<file path="config.mk">
export PLATFORM = sky130hd
export DESIGN_NAME = fse_ram
export DESIGN_NICKNAME = d
export VERILOG_FILES = /design/src/design/fourier_series_evaluator_unit_defines.svh /design/src/design/fse_ram.sv
export SDC_FILE = /design/constraint.sdc
export NUM_CORES = 1
export LEC_CHECK = 0
export ABC_AREA = 0
export BUFFER_PORTS_ARGS = -buffer_cell sky130_fd_sc_hd__buf_4
export CORE_ASPECT_RATIO = 1.75
export CORE_MARGIN = 3
export CORE_UTILIZATION = 35
export CTS_BUF_LIST = sky130_fd_sc_hd__clkbuf_2 sky130_fd_sc_hd__clkbuf_4 sky130_fd_sc_hd__clkbuf_8
export DETAILED_ROUTE_END_ITERATION = 8
export PLACE_DENSITY = 0.55
export SYNTH_ARGS = -nofsm -noshare
export SYNTH_HDL_FRONTEND = slang
export SYNTH_SLANG_ARGS = --single-unit
</file>
<file path="constraint.sdc">
create_clock -name clk -period 4.1 [get_ports clk]
set_clock_uncertainty 0.15 [all_clocks]
set_input_delay 0.615 -clock clk [delete_from_list [all_inputs] [get_ports clk]]
set_output_delay 0.615 -clock clk [all_outputs]
set_load 0.01 [all_outputs]
</file>
<file path="src/design/fourier_series_evaluator_unit_defines.svh">
// Assertion macros shared by the Fourier series evaluator RTL
`ifndef FOURIER_SERIES_EVALUATOR_UNIT_DEFINES_SVH
`define FOURIER_SERIES_EVALUATOR_UNIT_DEFINES_SVH

`ifndef ASSERT_OFF
// Check a property on every rising clock edge outside reset.
`define FSE_ASSERT(label, prop, msg) \
    label: assert property (@(posedge clk) disable iff (!rst_n) prop) else $error(msg);
// Check that a condition is followed by a consequence in the next cycle.
`define FSE_ASSERT_NEXT(label, ante, cons, msg) \
    label: assert property (@(posedge clk) disable iff (!rst_n) ante |=> cons) else $error(msg);
`else
`define FSE_ASSERT(label, prop, msg)
`define FSE_ASSERT_NEXT(label, ante, cons, msg)
`endif

`endif

</file>
<file path="src/design/fse_ram.sv">
// Generic single-write, single-read RAM with registered read data
`timescale 1ns / 1ps
`default_nettype none

module fse_ram #(
    parameter int WIDTH = 24,
    parameter int DEPTH = 64
) (
    input  logic                                      clk,
    input  logic                                      wr_en,
    input  logic [((DEPTH > 1) ? $clog2(DEPTH) : 1)-1:0] wr_addr,
    input  logic [WIDTH-1:0]                          wr_data,
    input  logic [((DEPTH > 1) ? $clog2(DEPTH) : 1)-1:0] rd_addr,
    output logic [WIDTH-1:0]                          rd_data
);

    logic [WIDTH-1:0] mem [DEPTH];
    logic [WIDTH-1:0] rd_data_reg;

    always_ff @(posedge clk)
    begin
        if (wr_en)
        begin
            mem[wr_addr] <= wr_data;
        end
        rd_data_reg <= mem[rd_addr];
    end

    assign rd_data = rd_data_reg;

endmodule

`default_nettype wire

</file>
== After elaboration in Yosys (flattened, before gate mapping) ==
Memory sizes are Yosys's and may differ from the RTL's. A register that Yosys moved wholly into a read port is not among the register bits.
Index checks and enable logic that the tools add are counted.

* Output and inout port bits: 24
* RAM bits: 1536
* Input port bits: 38
* Logic and storage cells: 3
* Memories kept: 1
* Register bits: 0

{| class="wikitable"
|+ Memories
! name !! words !! width !! rd ports !! clocked after Yosys merged registers in !! wr ports !! RTL line !! source
|-
| mem || 64 || 24 || 1 || 1 || 1 || fse_ram.sv:17 || <nowiki>logic [WIDTH-1:0] mem [DEPTH];</nowiki>
|}

* Mux-type cells: 2

{| class="wikitable"
|+ Operators with widths
! operator !! count
|-
| $mux 1 || 2
|}

== Logic depth before layout (Yosys ltp) ==
* Word-level depth: 2
* Depth in mapped cells: 9

== Worst setup path before layout ==
No wires, ideal clock.

* Path kind: input -> register
* Start: input port wr_addr[3] (netlist name)
* End: memory mem[48][0] (enable)
* Data arrival time: 2777 ps
* Slack: 738 ps
* Data required time: 3515 ps
* Library setup time: 435 ps
* Path buffers: 1
* Stages on the path: 4
* Path through: clkbuf_1 nor2b_1 nand4b_1 nor3_1

{| class="wikitable"
|+ RTL lines
! element !! RTL line !! source
|-
| start: declaration || fse_ram.sv:11 || <nowiki>input logic [((DEPTH > 1) ? $clog2(DEPTH) : 1)-1:0] wr_addr,</nowiki>
|-
| end: declaration || fse_ram.sv:17 ||
|}

Straight into the memory's write port.

==> flow_metrics.py <==
metrics = {
    "setup_path": {
        "crit_type": "in -> reg",
        "cp.required_ps": 4750,
        "cp_max_fo": 36,
        "critPathLaunchType": "input pin",
        "r2r_cells": 5,
        "cp.arrival_ps": 3230,
        "cp-end-kind": "register",
    },
    "power_and_ir_drop": {
        "leakagePower_uw": 0.02100,
        "power.density_nw_per_um2": 460.1,
        "irDropWorstVdd_mv": 0.2780,
    },
    "cts": {
        "clk_latency_ps": 920,
        "cts.clk_slew.worst_paths_ps": 70,
        "ctsResizeCount": 0,
        "h-tree-depth": 4,
        "clock_path_buffers": 4,
        "cts_hold_buf": 0,
        "cts_tree": "yes",
        "clock_sinks": 1560,
        "cts_setup_buffers": 0,
        "root_buffer": "clkbuf_8",
        "numCtsBuffers": 212,
    },
    "timing": {
        "max_freq_ghz": 0.3871,
        "layout_min_cycle_time_ps": 2584,
        "relSlewSlack": 0.1130,
        "finalSetupViolCount": 0,
        "drv_slew": 0,
        "tns_ps": 0,
        "tightest_slew_ps": 1326,
        "final.period_utilization": 0.6301,
        "layout_setup_ws_ps": 1516,
        "rsz0062_at_grt": "false",
        "timing_hold_violations_final": 0,
    },
    "detailed_routing": {
        "wl_per_cell_um": 30.18,
        "ant_nets": 0,
        "wirelength_um": 158600,
        "remaining_drc_errors": 0,
        "routed_via_density": 5.388,
        "drtIter0Drc": 2390,
        "vias": 28310,
        "drt-pass1-iter-count": 5,
    },
    "floorplanning": {
        "fp.dieH_um": 550.5,
        "fp-row-count": 199,
        "initial_core_util": 0.3528,
        "io_pins": 62,
        "die_area_um2": 174600,
        "core_area_um2": 168100,
        "fp.dieW_um": 317.1,
    },
    "synthesis": {
        "ys_top_cells_by_area": "edfxtp_1 (78%), mux4_2 (13%), mux2i_1 (1.6%)",
        "ys.flop_type": "edfxtp_1",
        "yosysWarnings": 0,
        "synth.yosys.seq_area_share": 0.7860,
        "synth_area_um2": 59300,
        "synth.distinct_cells": 40,
        "yosysTopAreaCell": "edfxtp_1",
        "synth_top_area_frac": 0.7779,
        "synth.most_common_cell": "edfxtp_1",
        "ys_ff_latch": 1560,
        "async_flop_share": 0,
        "syn_inst": 2610,
        "synth_commonest_cells": "edfxtp_1 (1536), mux4_2 (355), mux2i_1 (95), nor2_1 (80)",
        "avgSynthCellArea_um2": 22.72,
        "synth_edf_count": 1536,
        "postSynthNetCount": 2648,
    },
    "global_routing": {
        "grt_pass1_wl_um": 225300,
        "grt_max_degree": 65,
        "grt_pass1_vias": 30210,
        "antenna_found_initial": 19,
        "grt.total_usage": 0.1820,
        "grt_overflow": 0,
    },
    "worst_hold_path": {
        "hold_path.class": "in -> reg",
        "hold_depth": 1,
    },
    "place": {
        "dp_cells": 4876,
        "globalplace.congestion": 0.7958,
        "pre_cts_ws_ps": 587.8,
        "hpwlAfterDp_um": 97120,
        "portBuffers": 61,
    },
    "layout": {
        "drive_above_1_share": 0.3298,
        "area_growth_pct": 13.46,
        "final_cells": 5255,
        "largest_reg_flops": 1536,
        "nets": 2917,
    },
    "flow_run": {
        "max_cap_viol_count": 0,
    },
    "run_status": {
        "outcome": "completed",
    },
}
## cells by family after synthesis
| group | count (synthesis) | synth area share |
|---|---|---|
| flip-flops | 1560 | 0.7860 |
| multiplexers | 503 | 0.1609 |
| AO/OA/AOI/OAI | 207 | 0.02441 |
| AND/OR/NAND/NOR | 196 | 0.01557 |
| buffers and inverters | 144 | 0.01310 |
## layout by cell type, fill, tap and decap left out, types with 16 or more instances in the layout
cell type and n:
edfxtp_1 1536, mux4_2 355, clkbuf_8 229, buf_4 176, mux2i_1 95, clkbuf_4 63, nor2_2 62, mux2_2 53
o22ai_1 53, a221oi_1 52, clkinv_1 48, nand2_1 36, a22oi_1 29, clkinv_2 25, dfxtp_1 24, a21oi_1 22
nand3_1 20, nor2_1 18, buf_12 18, and3_1 16
## per-layer routing
layer / vias up / share of wire / GRT usage / routed length, µm
met2: 940 / 0.56 / 0.3431 / 88140
met3: 339 / 0.047 / 0.02546 / 7459
met4: 8 / 0.039 / 0.06828 / 6232
li1: 11660 / - / - / -
met1: 15370 / 0.36 / 0.2067 / 56730
met5: - / 0.00037 / 0 / 58
## stage by stage
stage	hold WS, ps	instance area, µm²	power, µW	utilization
after global placement	706.2	63180	19710	0.3759
after floorplan	563.9	59300	18910	-
after CTS	68.71	67260	31270	0.4002
after detailed placement	744.8	63180	19750	0.3759
after global routing	101.6	67260	32000	0.4002
final	90.13	67280	30960	0.4003
## final timing paths
check                     end  slack, ps        start
setup / recovery   rd_data[2]       1520   rd_addr[0]
hold / removal    mem[23][16]         90  wr_data[16]
setup reg to reg   rd_data[2]       1650   mem[23][2]
hold reg to reg   rd_data[23]        750  mem[32][23]
## critical path, cell delays in order
cell      delay, ps
buf_8           410
buf_12          280
mux4_2          520
mux2_2          280
o22ai_1         610
a221oi_1        210
o21a_1          240
## area by class of cell
class | instances | area, µm²
repair buffers | 197 | 1725
multi-input cells | 906 | 12080
well taps | 2211 | 2766
fillers | 14710 | 100800
clock inverters | 82 | 467.9
diodes | 6 | 15.01
inverters | 2 | 7.507
flip-flops and latches | 1560 | 46600
clock buffers | 291 | 3611
## where the power goes
part           switching, µW  internal (µW)  total (µW)  leakage (µW)
combinational           1030            611        1640       0.00480
sequential              76.3          17700       17700        0.0140
clock                   5660           5940       11600       0.00218
total                   6760          24200       31000        0.0210
(Power assumes the default switching activity.)
